===== config.mk =====
export PLATFORM = sky130hd
export DESIGN_NAME = command_line_tokenizer_top
export DESIGN_NICKNAME = d
export VERILOG_FILES = /design/src/design/clt_pkg.sv /design/src/design/clt_core.sv /design/src/design/clt_rsp_fifo.sv /design/src/design/command_line_tokenizer_top.sv
export VERILOG_INCLUDE_DIRS = /design/src /design/src/design
export SDC_FILE = /design/constraint.sdc
export NUM_CORES = 1
export LEC_CHECK = 0
export ABC_AREA = 1
export BUFFER_PORTS_ARGS = -buffer_cell sky130_fd_sc_hd__buf_2
export CAP_MARGIN = 20
export CORE_UTILIZATION = 55
export DETAILED_ROUTE_END_ITERATION = 8
export GPL_TIMING_DRIVEN = 0
export PLACE_DENSITY = 0.73
export SYNTH_ARGS = -nofsm -noshare
export SYNTH_HDL_FRONTEND = slang
export SYNTH_HIERARCHICAL = 1
export SYNTH_SLANG_ARGS = --single-unit

===== constraint.sdc =====
create_clock -name clock -period 5 [get_ports clock]
set_clock_uncertainty 0.15 [all_clocks]
set_input_delay 1 -clock clock [delete_from_list [all_inputs] [get_ports clock]]
set_output_delay 1 -clock clock [all_outputs]
set_load 0.05 [all_outputs]

===== src/design/command_line_tokenizer_top_defines.svh =====
// Assertion macros shared by the command line tokenizer RTL.
// Included by command_line_tokenizer_top; needs a clock and reset in scope.
`ifndef COMMAND_LINE_TOKENIZER_TOP_DEFINES_SVH
`define COMMAND_LINE_TOKENIZER_TOP_DEFINES_SVH

// Same-cycle implication, checked outside reset.
`define CLT_ASSERT_NOW(label, ante, cons) \
   label: assert property (@(posedge clock) disable iff (reset) (ante) |-> (cons)) \
      else $error("tokenizer assertion failed");

// Next-cycle implication, checked outside reset.
`define CLT_ASSERT_NEXT(label, ante, cons) \
   label: assert property (@(posedge clock) disable iff (reset) (ante) |=> (cons)) \
      else $error("tokenizer assertion failed");

`endif


===== src/design/clt_pkg.sv =====
// Shared types, character codes and limits of the command line tokenizer.
// Used by clt_core, clt_rsp_fifo and command_line_tokenizer_top; no dependencies.
package clt_pkg;

   localparam int MAX_COMMANDS_DEF  = 4;
   localparam int MAX_ARGUMENTS_DEF = 16;
   localparam int LINE_LENGTH_DEF   = 256;

   localparam int RSP_DEPTH = 4;
   localparam int RSP_PTR_W = $clog2(RSP_DEPTH);
   localparam int RSP_CNT_W = $clog2(RSP_DEPTH + 1);

   localparam logic [7:0] CHAR_NUL    = 8'h00;
   localparam logic [7:0] CHAR_QUOTE  = 8'h22;
   localparam logic [7:0] CHAR_SPACE  = 8'h20;
   localparam logic [7:0] CHAR_SEMI   = 8'h3B;
   localparam logic [7:0] CHAR_BSLASH = 8'h5C;

   typedef enum logic [1:0] {
      KIND_BEGIN,
      KIND_CHAR,
      KIND_DONE
   } kind_type;

   typedef enum logic [1:0] {
      STATUS_OK,
      STATUS_SYNTAX,
      STATUS_TRUNCATED
   } status_type;

   typedef struct packed {
      kind_type   kind;
      logic [7:0] ch;
      logic [1:0] cmd;
      logic [3:0] arg;
      status_type status;
      logic [2:0] total;
      logic       last;
   } rsp_type;

   // Results produced by one accepted character, in delivery order.
   typedef struct packed {
      logic [1:0] count;
      rsp_type    first;
      rsp_type    second;
   } push_type;

   function automatic rsp_type mk_rsp(kind_type kind, logic [7:0] ch, logic [1:0] cmd,
                                      logic [3:0] arg, status_type status,
                                      logic [2:0] total);
      rsp_type r;
      r.kind   = kind;
      r.ch     = ch;
      r.cmd    = cmd;
      r.arg    = arg;
      r.status = status;
      r.total  = total;
      r.last   = 1'b0;
      return r;
   endfunction

endpackage


===== src/design/clt_core.sv =====
// Tokenizer state registers and the per-character next-state and result logic.
// Depends on clt_pkg; produces up to two results per accepted character.
module clt_core
   import clt_pkg::*;
#(
   parameter int MAX_COMMANDS  = MAX_COMMANDS_DEF,
   parameter int MAX_ARGUMENTS = MAX_ARGUMENTS_DEF,
   parameter int LINE_LENGTH   = LINE_LENGTH_DEF
) (
   input  logic       clock,
   input  logic       reset,
   input  logic       accept,
   input  logic [7:0] char_code,
   output push_type   push
);

   localparam int CW = $clog2(MAX_COMMANDS + 1);
   localparam int AW = $clog2(MAX_ARGUMENTS + 1);
   localparam int PW = $clog2(LINE_LENGTH);

   logic          inarg_ff, inarg_in;
   logic          quote_ff, quote_in;
   logic          bs_ff, bs_in;
   logic [CW-1:0] cmd_ff, cmd_in;
   logic [AW-1:0] argc_ff, argc_in;
   logic [PW-1:0] pos_ff, pos_in;
   logic          lim_ff, lim_in;
   logic          bad_ff, bad_in;

   rsp_type       res_c [2];
   logic [1:0]    n_c;
   logic          esc_done;
   logic [CW:0]   total_wide;
   status_type    status_c;

   always_comb begin
      inarg_in   = inarg_ff;
      quote_in   = quote_ff;
      bs_in      = bs_ff;
      cmd_in     = cmd_ff;
      argc_in    = argc_ff;
      pos_in     = pos_ff;
      lim_in     = lim_ff;
      bad_in     = bad_ff;
      res_c[0]   = '0;
      res_c[1]   = '0;
      n_c        = 2'd0;
      esc_done   = 1'b0;
      total_wide = {1'b0, cmd_ff} + (CW+1)'(argc_ff != '0);
      if (lim_ff) begin
         status_c = STATUS_TRUNCATED;
      end else if (bad_ff || quote_ff) begin
         status_c = STATUS_SYNTAX;
      end else begin
         status_c = STATUS_OK;
      end

      if (accept) begin
         if (char_code == CHAR_NUL) begin
            if (!lim_ff && !bad_ff && bs_ff) begin
               res_c[n_c[0]] = mk_rsp(KIND_CHAR, CHAR_BSLASH, 2'(cmd_ff),
                                      4'(argc_ff - 1'b1), STATUS_OK, 3'd0);
               n_c = n_c + 2'd1;
            end
            res_c[n_c[0]] = mk_rsp(KIND_DONE, 8'd0, 2'd0, 4'd0, status_c,
                                   3'(total_wide));
            n_c      = n_c + 2'd1;
            inarg_in = 1'b0;
            quote_in = 1'b0;
            bs_in    = 1'b0;
            cmd_in   = '0;
            argc_in  = '0;
            pos_in   = '0;
            lim_in   = 1'b0;
            bad_in   = 1'b0;
         end else if (!lim_ff && !bad_ff) begin
            if (pos_ff >= PW'(LINE_LENGTH - 1)) begin
               lim_in = 1'b1;
               bs_in  = 1'b0;
            end else begin
               pos_in = pos_ff + 1'b1;
               if (bs_ff) begin
                  bs_in = 1'b0;
                  if (char_code inside {CHAR_QUOTE, CHAR_SPACE, CHAR_SEMI}) begin
                     res_c[n_c[0]] = mk_rsp(KIND_CHAR, char_code, 2'(cmd_ff),
                                            4'(argc_ff - 1'b1), STATUS_OK, 3'd0);
                     n_c      = n_c + 2'd1;
                     esc_done = 1'b1;
                  end else begin
                     res_c[n_c[0]] = mk_rsp(KIND_CHAR, CHAR_BSLASH, 2'(cmd_ff),
                                            4'(argc_ff - 1'b1), STATUS_OK, 3'd0);
                     n_c = n_c + 2'd1;
                  end
               end
               if (!esc_done) begin
                  if (!inarg_ff) begin
                     if (char_code == CHAR_SEMI) begin
                        if (argc_ff != '0) begin
                           cmd_in  = cmd_ff + 1'b1;
                           argc_in = '0;
                        end
                     end else if (char_code != CHAR_SPACE) begin
                        if (cmd_ff >= CW'(MAX_COMMANDS) ||
                            argc_ff >= AW'(MAX_ARGUMENTS)) begin
                           lim_in = 1'b1;
                        end else begin
                           argc_in  = argc_ff + 1'b1;
                           inarg_in = 1'b1;
                           res_c[n_c[0]] = mk_rsp(KIND_BEGIN, 8'd0, 2'(cmd_ff),
                                                  4'(argc_ff), STATUS_OK, 3'd0);
                           n_c = n_c + 2'd1;
                           if (char_code == CHAR_QUOTE) begin
                              quote_in = 1'b1;
                           end else if (char_code == CHAR_BSLASH) begin
                              bs_in = 1'b1;
                           end else begin
                              res_c[n_c[0]] = mk_rsp(KIND_CHAR, char_code, 2'(cmd_ff),
                                                     4'(argc_ff), STATUS_OK, 3'd0);
                              n_c = n_c + 2'd1;
                           end
                        end
                     end
                  end else begin
                     case (char_code)
                        CHAR_BSLASH: begin
                           bs_in = 1'b1;
                        end
                        CHAR_QUOTE: begin
                           if (quote_ff) begin
                              quote_in = 1'b0;
                              inarg_in = 1'b0;
                           end else begin
                              res_c[n_c[0]] = mk_rsp(KIND_CHAR, char_code, 2'(cmd_ff),
                                                     4'(argc_ff - 1'b1), STATUS_OK, 3'd0);
                              n_c = n_c + 2'd1;
                           end
                        end
                        CHAR_SPACE: begin
                           if (quote_ff) begin
                              res_c[n_c[0]] = mk_rsp(KIND_CHAR, char_code, 2'(cmd_ff),
                                                     4'(argc_ff - 1'b1), STATUS_OK, 3'd0);
                              n_c = n_c + 2'd1;
                           end else begin
                              inarg_in = 1'b0;
                           end
                        end
                        CHAR_SEMI: begin
                           if (quote_ff) begin
                              bad_in = 1'b1;
                           end else begin
                              inarg_in = 1'b0;
                              if (argc_ff != '0) begin
                                 cmd_in  = cmd_ff + 1'b1;
                                 argc_in = '0;
                              end
                           end
                        end
                        default: begin
                           res_c[n_c[0]] = mk_rsp(KIND_CHAR, char_code, 2'(cmd_ff),
                                                  4'(argc_ff - 1'b1), STATUS_OK, 3'd0);
                           n_c = n_c + 2'd1;
                        end
                     endcase
                  end
               end
            end
         end
      end

      if (n_c == 2'd1) begin
         res_c[0].last = 1'b1;
      end else if (n_c == 2'd2) begin
         res_c[1].last = 1'b1;
      end
   end

   always_comb begin
      push.count  = n_c;
      push.first  = res_c[0];
      push.second = res_c[1];
   end

   always_ff @(posedge clock) begin
      if (reset) begin
         inarg_ff <= 1'b0;
         quote_ff <= 1'b0;
         bs_ff    <= 1'b0;
         cmd_ff   <= '0;
         argc_ff  <= '0;
         pos_ff   <= '0;
         lim_ff   <= 1'b0;
         bad_ff   <= 1'b0;
      end else begin
         inarg_ff <= inarg_in;
         quote_ff <= quote_in;
         bs_ff    <= bs_in;
         cmd_ff   <= cmd_in;
         argc_ff  <= argc_in;
         pos_ff   <= pos_in;
         lim_ff   <= lim_in;
         bad_ff   <= bad_in;
      end
   end

endmodule


===== src/design/clt_rsp_fifo.sv =====
// Result queue: takes up to two results per cycle and delivers one per transaction.
// Depends on clt_pkg for the result type and the queue depth.
module clt_rsp_fifo
   import clt_pkg::*;
(
   input  logic    clock,
   input  logic    reset,
   input  push_type push,
   input  logic    pop,
   output logic    full_for_two,
   output logic    rsp_valid,
   output rsp_type head
);

   rsp_type              mem_ff [RSP_DEPTH];
   logic [RSP_PTR_W-1:0] wr_ff, wr_in;
   logic [RSP_PTR_W-1:0] rd_ff, rd_in;
   logic [RSP_CNT_W-1:0] cnt_ff, cnt_in;

   always_comb begin
      wr_in  = wr_ff + RSP_PTR_W'(push.count);
      rd_in  = rd_ff + RSP_PTR_W'(pop);
      cnt_in = cnt_ff + RSP_CNT_W'(push.count) - RSP_CNT_W'(pop);
   end

   assign rsp_valid    = (cnt_ff != '0);
   assign full_for_two = (cnt_ff > RSP_CNT_W'(RSP_DEPTH - 2));
   assign head         = mem_ff[rd_ff];

   always_ff @(posedge clock) begin
      if (push.count != 2'd0) begin
         mem_ff[wr_ff] <= push.first;
      end
      if (push.count == 2'd2) begin
         mem_ff[wr_ff + 1'b1] <= push.second;
      end
   end

   always_ff @(posedge clock) begin
      if (reset) begin
         wr_ff  <= '0;
         rd_ff  <= '0;
         cnt_ff <= '0;
      end else begin
         wr_ff  <= wr_in;
         rd_ff  <= rd_in;
         cnt_ff <= cnt_in;
      end
   end

endmodule


===== src/design/command_line_tokenizer_top.sv =====
// Top level of the command line tokenizer: tokenizer core plus result queue.
// Depends on clt_pkg, clt_core, clt_rsp_fifo and command_line_tokenizer_top_defines.svh.
//
// One line character is taken per transaction, and a new character can be taken in
// every cycle in which req_stall is low. Each character yields zero, one or two
// results, written at once into a four-entry result queue; the result port delivers
// one result per cycle while rsp_stall is low, so characters that produce two results
// are taken no faster than the result port drains them. The request side stalls
// whenever the queue holds more than two results, which leaves room for the worst
// case of the next character.
`include "command_line_tokenizer_top_defines.svh"

module command_line_tokenizer_top
   import clt_pkg::*;
#(
   parameter int MAX_COMMANDS  = MAX_COMMANDS_DEF,
   parameter int MAX_ARGUMENTS = MAX_ARGUMENTS_DEF,
   parameter int LINE_LENGTH   = LINE_LENGTH_DEF
) (
   input  logic       clock,
   input  logic       reset,
   input  logic       req_valid,
   output logic       req_stall,
   input  logic [7:0] req_char_code,
   output logic       rsp_valid,
   input  logic       rsp_stall,
   output logic [1:0] rsp_event_kind,
   output logic [7:0] rsp_char_value,
   output logic [1:0] rsp_command_number,
   output logic [3:0] rsp_argument_number,
   output logic [1:0] rsp_line_status,
   output logic [2:0] rsp_command_total,
   output logic       rsp_last_of_run
);

   logic     req_accept;
   logic     rsp_accept;
   push_type push;
   rsp_type  head;

   assign req_accept = req_valid && !req_stall;
   assign rsp_accept = rsp_valid && !rsp_stall;

   clt_core #(
      .MAX_COMMANDS  (MAX_COMMANDS),
      .MAX_ARGUMENTS (MAX_ARGUMENTS),
      .LINE_LENGTH   (LINE_LENGTH)
   ) u_core (
      .clock     (clock),
      .reset     (reset),
      .accept    (req_accept),
      .char_code (req_char_code),
      .push      (push)
   );

   clt_rsp_fifo u_fifo (
      .clock        (clock),
      .reset        (reset),
      .push         (push),
      .pop          (rsp_accept),
      .full_for_two (req_stall),
      .rsp_valid    (rsp_valid),
      .head         (head)
   );

   assign rsp_event_kind      = head.kind;
   assign rsp_char_value      = head.ch;
   assign rsp_command_number  = head.cmd;
   assign rsp_argument_number = head.arg;
   assign rsp_line_status     = head.status;
   assign rsp_command_total   = head.total;
   assign rsp_last_of_run     = head.last;

   `CLT_ASSERT_NOW(a_done_is_last, rsp_valid && (head.kind == KIND_DONE), head.last)
   `CLT_ASSERT_NOW(a_nul_makes_done, req_accept && (req_char_code == CHAR_NUL), (push.count == 2'd1) ? (push.first.kind == KIND_DONE) : ((push.count == 2'd2) && (push.second.kind == KIND_DONE)))
   `CLT_ASSERT_NOW(a_empty_never_stalls, !rsp_valid, !req_stall)
   `CLT_ASSERT_NEXT(a_push_shows_valid, push.count != 2'd0, rsp_valid)

endmodule

Word level (Yosys, flattened, before mapping)
Memories as Yosys holds them, arrays and structs flattened. A register that Yosys moved wholly into a read port is not among the register bits. Index checks and enable logic that the tools add are counted. W data, S select, Z words.

Add/sub/neg operators: 13. Multiplexer cells: 140. Eq/ne operators: 17. $lt $le $gt $ge: 10. Shifts and indexed selects: 0. Bitwise logic cells: 3. Multipliers: 0. Reductions and logical operators: 37. Divide/modulo/power cells: 0.

Operators with widths (count): $mux W44 (13); $mux W22 (10); $bwmux W44 (4); $pmux W44 S3 (1); $demux W22 S1 (3); $mux W1 (61); $mux W5 (11); $mux W2 (21); $mux W3 (9); $eq A8 B6 Y1 const B (3); $mux W8 (3); $mux W21 (1); $mux W20 (1); $reduce_bool A3 Y1 (6); $reduce_and A8 Y1 (2); $ne A3 B1 Y1 const B (5); $reduce_and A7 Y1 (2); $reduce_bool A2 Y1 (6); $ne A3 B3 Y1 const B (3); $add A2 B1 Y2 const B (4); $add A8 B1 Y8 const B (1); $eq A8 B7 Y1 const B (1); $ge A8 B8 Y1 const B (1); $logic_not A8 Y1 (1); 29 further kinds (47).

Logic and storage cells: 232. Output and inout bits: 24. RAM bits: 88. Register bits: 28. Bits of input ports: 12. Memories: 1. Memory bits (read-only): 0. Latch bits: 0.

Memory list: u_fifo.mem_ff (words 4, bits a word 22, rd ports 1, clocked after Yosys merged registers in 1, write ports 2, line clt_rsp_fifo.sv:15) `rsp_type mem_ff [RSP_DEPTH];`.

Longest topological paths before layout
Depth after elaboration: 25. Depth in mapped cells: 20. Depth with buffers taken out: 20.

Hierarchy
The synthesis kept the hierarchy.

Modules (own cells, without submodules): clt_rsp_fifo (sequential area each 2782.7 um2, instances 1, area an instance 5047.3 um2, cells each 538); clt_core (sequential area each 420.4 um2, instances 1, area an instance 2862.7 um2, cells each 478); command_line_tokenizer_top (sequential area each 0.0 um2, instances 1, area an instance 20.0 um2, cells each 4).

Least setup slack after synthesis
Ideal clock, no wire load.

Kind: register to register. From: register u_fifo.cnt_ff[0]. To: memory u_fifo/mem_ff[2][0] (netlist bit) (enable). Setup slack: 971 ps. Buffers on the path: 1. Cell stages (with the launch flop): 14. Arrival time: 3500 ps. Cell sequence: dfxtp_1 > inv_1 > o21ai_0 > nor2_2 > inv_1 > nor2_2 > inv_1 > nor2_1 > inv_1 > nand2_2 > nor2_4 > nand2_4 > buf_6 > nand2_1.

RTL lines: from (decl) (line clt_rsp_fifo.sv:18) `logic [RSP_CNT_W-1:0] cnt_ff, cnt_in;`; from (signal assigned) (line clt_rsp_fifo.sv:47) `cnt_ff <= cnt_in;`; to (decl) (line clt_rsp_fifo.sv:15).

==> flow_summary.ini <==
[yosys]
post_synth.cell_area_avg_um2 = 7.77
flops_latches_synth = 116
synth-main-ff-cell = sky130_fd_sc_hd__edfxtp_1
syn_inst = 1020
synth_enable_flop_cells = 88
postSynth.asyncResetShare = 0
netlist.area_leader.share = 0.333
netlist_cell_types = 50
synth.net_count = 1054
synth.area.top_cells = sky130_fd_sc_hd__edfxtp_1 33%, sky130_fd_sc_hd__nand2_1 11%, sky130_fd_sc_hd__dfxtp_1 7.1%, sky130_fd_sc_hd__inv_1 6.4%, sky130_fd_sc_hd__o21ai_1 3.8%
yosysSeqAreaShare = 0.404
number_of_warnings_printed_during_yosys_synthesis = 6
post_synth_instance_area_um2 = 7930
yosys.area.top_type = sky130_fd_sc_hd__edfxtp_1

[floorplan]
start_util = 0.567
fp-row-count = 43
die_w_um = 122
floorplan.die.height_um = 122
num_io_pins = 36
die_area_um2 = 14900
core-area_um2 = 14000

[placed_design]
numPortBuffers = 35
gp_routability_congestion = 0.959
dp_hpwl_mm = 15.7

[cts]
numClockSinks = 116
clk_root_buffer_cell = sky130_fd_sc_hd__clkbuf_16
total_setup_buffers_inserted_after_cts = 0
hold_buffers = 0
cts_buffer_depth = 2
clk_pin_slew_worst_paths_ns = 0.05
htreeDepth = 4
worst_skew_pair.late_latency_ns = 0.42
cts_made_buffers = 17
cts_tree = yes
post_cts.resized_instances = 0

[setup_path]
critPathArrivalTime_ns = 4.34
critPathCaptureType = flip-flop
worst_r2r_startpoint = u_core/bs_ff
rr_endpoint = u_fifo/mem_ff[2][8]
cp_data_required_time_ns = 4.89
timing.setup.critical_path_class = reg2reg
worstSetupStartpointType = flip-flop
crit_path_start = u_core/bs_ff
timing.critical_path.fanout_max = 22
worst-r2r-cell-count = 14
ff2ff_setup_slack_ns = 0.54

[layout]
area.growth.synth_to_final_pct = 13.5
finish.net_count = 1111
postLayoutCoreUtil = 0.644
antennaDiodeCount = 0
mostFrequentLayoutCells = 240 x sky130_fd_sc_hd__nand2_1, 135 x sky130_fd_sc_hd__inv_1, 88 x sky130_fd_sc_hd__edfxtp_1, 60 x sky130_fd_sc_hd__o21ai_1, 58 x sky130_fd_sc_hd__nor2_1
layout-drive-gt1-share = 0.184
most_common_cell_after_layout_fill_and_taps_aside = sky130_fd_sc_hd__nand2_1

[global_route]
first_global_vias = 6654
track_usage = 0.310
grt_remaining_overflow = 0
antenna_found_initial = 0
largest_net_degree_at_the_start_of_global_routing = 23
grt_first_pass_wirelength_mm = 34.5

[detailed_routing]
detail_route.first_pass.iterations = 7
drc = 0
drt_first_iter_violations = 793
num_vias = 7232
detail-route-antenna-nets = 0
drt-vias-per-instance = 5.69
totalWireLength_mm = 22.0
post_drt_wl_per_cell_um = 17.3

[hold_path]
hold_end = u_core/bad_ff
worst_hold_launch = u_core/bad_ff
min_delay_path_depth = 2
min_path_type = reg2reg

[sta]
layout_worst_path_cycle_share = 0.891
achievable-frequency_ghz = 0.224
timing_max_transition_violations_final = 0
grt_setup_unrepaired = no
hold_violations = 0
fin_worst_hold_slack_ns = 0.317
final-setup-viol-count = 0
tightest_slew_ns = 1.05
period_minus_slack_ns = 4.46
tns_ns = 0
slew_headroom = 0.296

[pwr]
power.density_nw_per_um2 = 488
cellLeakagePower_nw = 3.87
power_w = 0.00440
vdd_drop_max_mv = 0.253

[status]
status = finished, final reports clean

[flow_run]
max_cap_violations = 0
-- layout make-up --
class | count | area [um2]
Multi-Input combinational cell | 705 | 3830
Inverter | 149 | 564
Clock buffer | 18 | 429
Fill cell | 1284 | 4990
Timing Repair Buffer | 38 | 258
Tap cell | 180 | 225
Buffer | 50 | 335
Clock inverter | 14 | 160
Sequential cell | 116 | 3200
-- synthesized netlist by cell type, drive strengths merged, types with 2 or more instances --
master	number
nand2	268
inv	149
o21ai	142
edfxtp	88
nor2	75
a21oi	59
nand3	47
buf	33
dfxtp	28
o211ai	26
ha	21
nor3	19
clkbuf	17
nand4	12
a31oi	5
or2	5
nor4	4
xnor2	4
xor2	4
o2111ai	3
a211oi	2
o31ai	2
-- worst max-delay path, cell delays in order, from the launching register on --
cell	delay, ns
sky130_fd_sc_hd__dfxtp_1	0.39
sky130_fd_sc_hd__buf_2	0.22
sky130_fd_sc_hd__inv_2	0.16
sky130_fd_sc_hd__clkbuf_1	0.61
sky130_fd_sc_hd__ha_1	0.38
sky130_fd_sc_hd__nand2_1	0.07
sky130_fd_sc_hd__o21ai_0	0.09
sky130_fd_sc_hd__nor2_1	0.09
sky130_fd_sc_hd__nand3_1	0.10
sky130_fd_sc_hd__nand3_1	0.14
sky130_fd_sc_hd__nand2_2	0.18
sky130_fd_sc_hd__nor2_4	0.30
sky130_fd_sc_hd__nand2_4	0.19
sky130_fd_sc_hd__buf_6	0.21
sky130_fd_sc_hd__nand2_1	0.77
-- through the flow --
step	cells	worst slack, ns	instance area (um2)
final	1270	0.545	9000
after global routing	1270	0.357	9000
after CTS	1268	0.587	8950
after detailed placement	1236	0.334	8360
after global placement	1235	0.348	8330
after floorplan	1020	0.971	7930
-- cell families after synthesis --
kind of cell	share of synthesized area
adders and majority gates	0.0357
and+or+nand+nor	0.254
buffers and inverters	0.113
other	0.000473
DFF	0.404
AOI/OAI and AO/OA	0.184
xor gates and xnor gates	0.00883
-- registers in the layout (all words and copies together), names as in the netlist --
name,cells
u_core/inarg_ff,1
u_fifo/wr_ff,2
u_fifo/cnt_ff,3
u_core/lim_ff,1
u_core/quote_ff,1
u_fifo/rd_ff,2
u_fifo/mem_ff,88
u_core/bad_ff,1
u_core/cmd_ff,3
u_core/bs_ff,1
u_core/argc_ff,5
u_core/pos_ff,8
-- power by group --
group / leakage [nW] / internal (W) / switching (W)
clock network: 0.278 / 0.000778 / 0.000449
logic: 2.54 / 0.000472 / 0.00139
registers: 1.06 / 0.00126 / 0.0000501
-- how the worst max path moves through the flow --
stage / end / slack (ns)
3_3_place_gp: u_fifo/mem_ff[3][9] / 0.35
5_1_grt: u_fifo/mem_ff[2][8] / 0.36
3_5_place_dp: u_fifo/mem_ff[1][4] / 0.33
4_1_cts: u_fifo/mem_ff[1][3] / 0.59
2_1_floorplan: u_fifo/mem_ff[2][0] / 0.97
6_report: u_fifo/mem_ff[2][8] / 0.54
-- per-layer routing --
layer,vias up,routed length [um],GRT usage
met5,-,0,0
met4,0,652,0.148
met3,57,1730,0.0440
met2,327,10300,0.507
met1,3337,9310,0.403
li1,3511,-,-
Power figures use the tool's default switching activity.
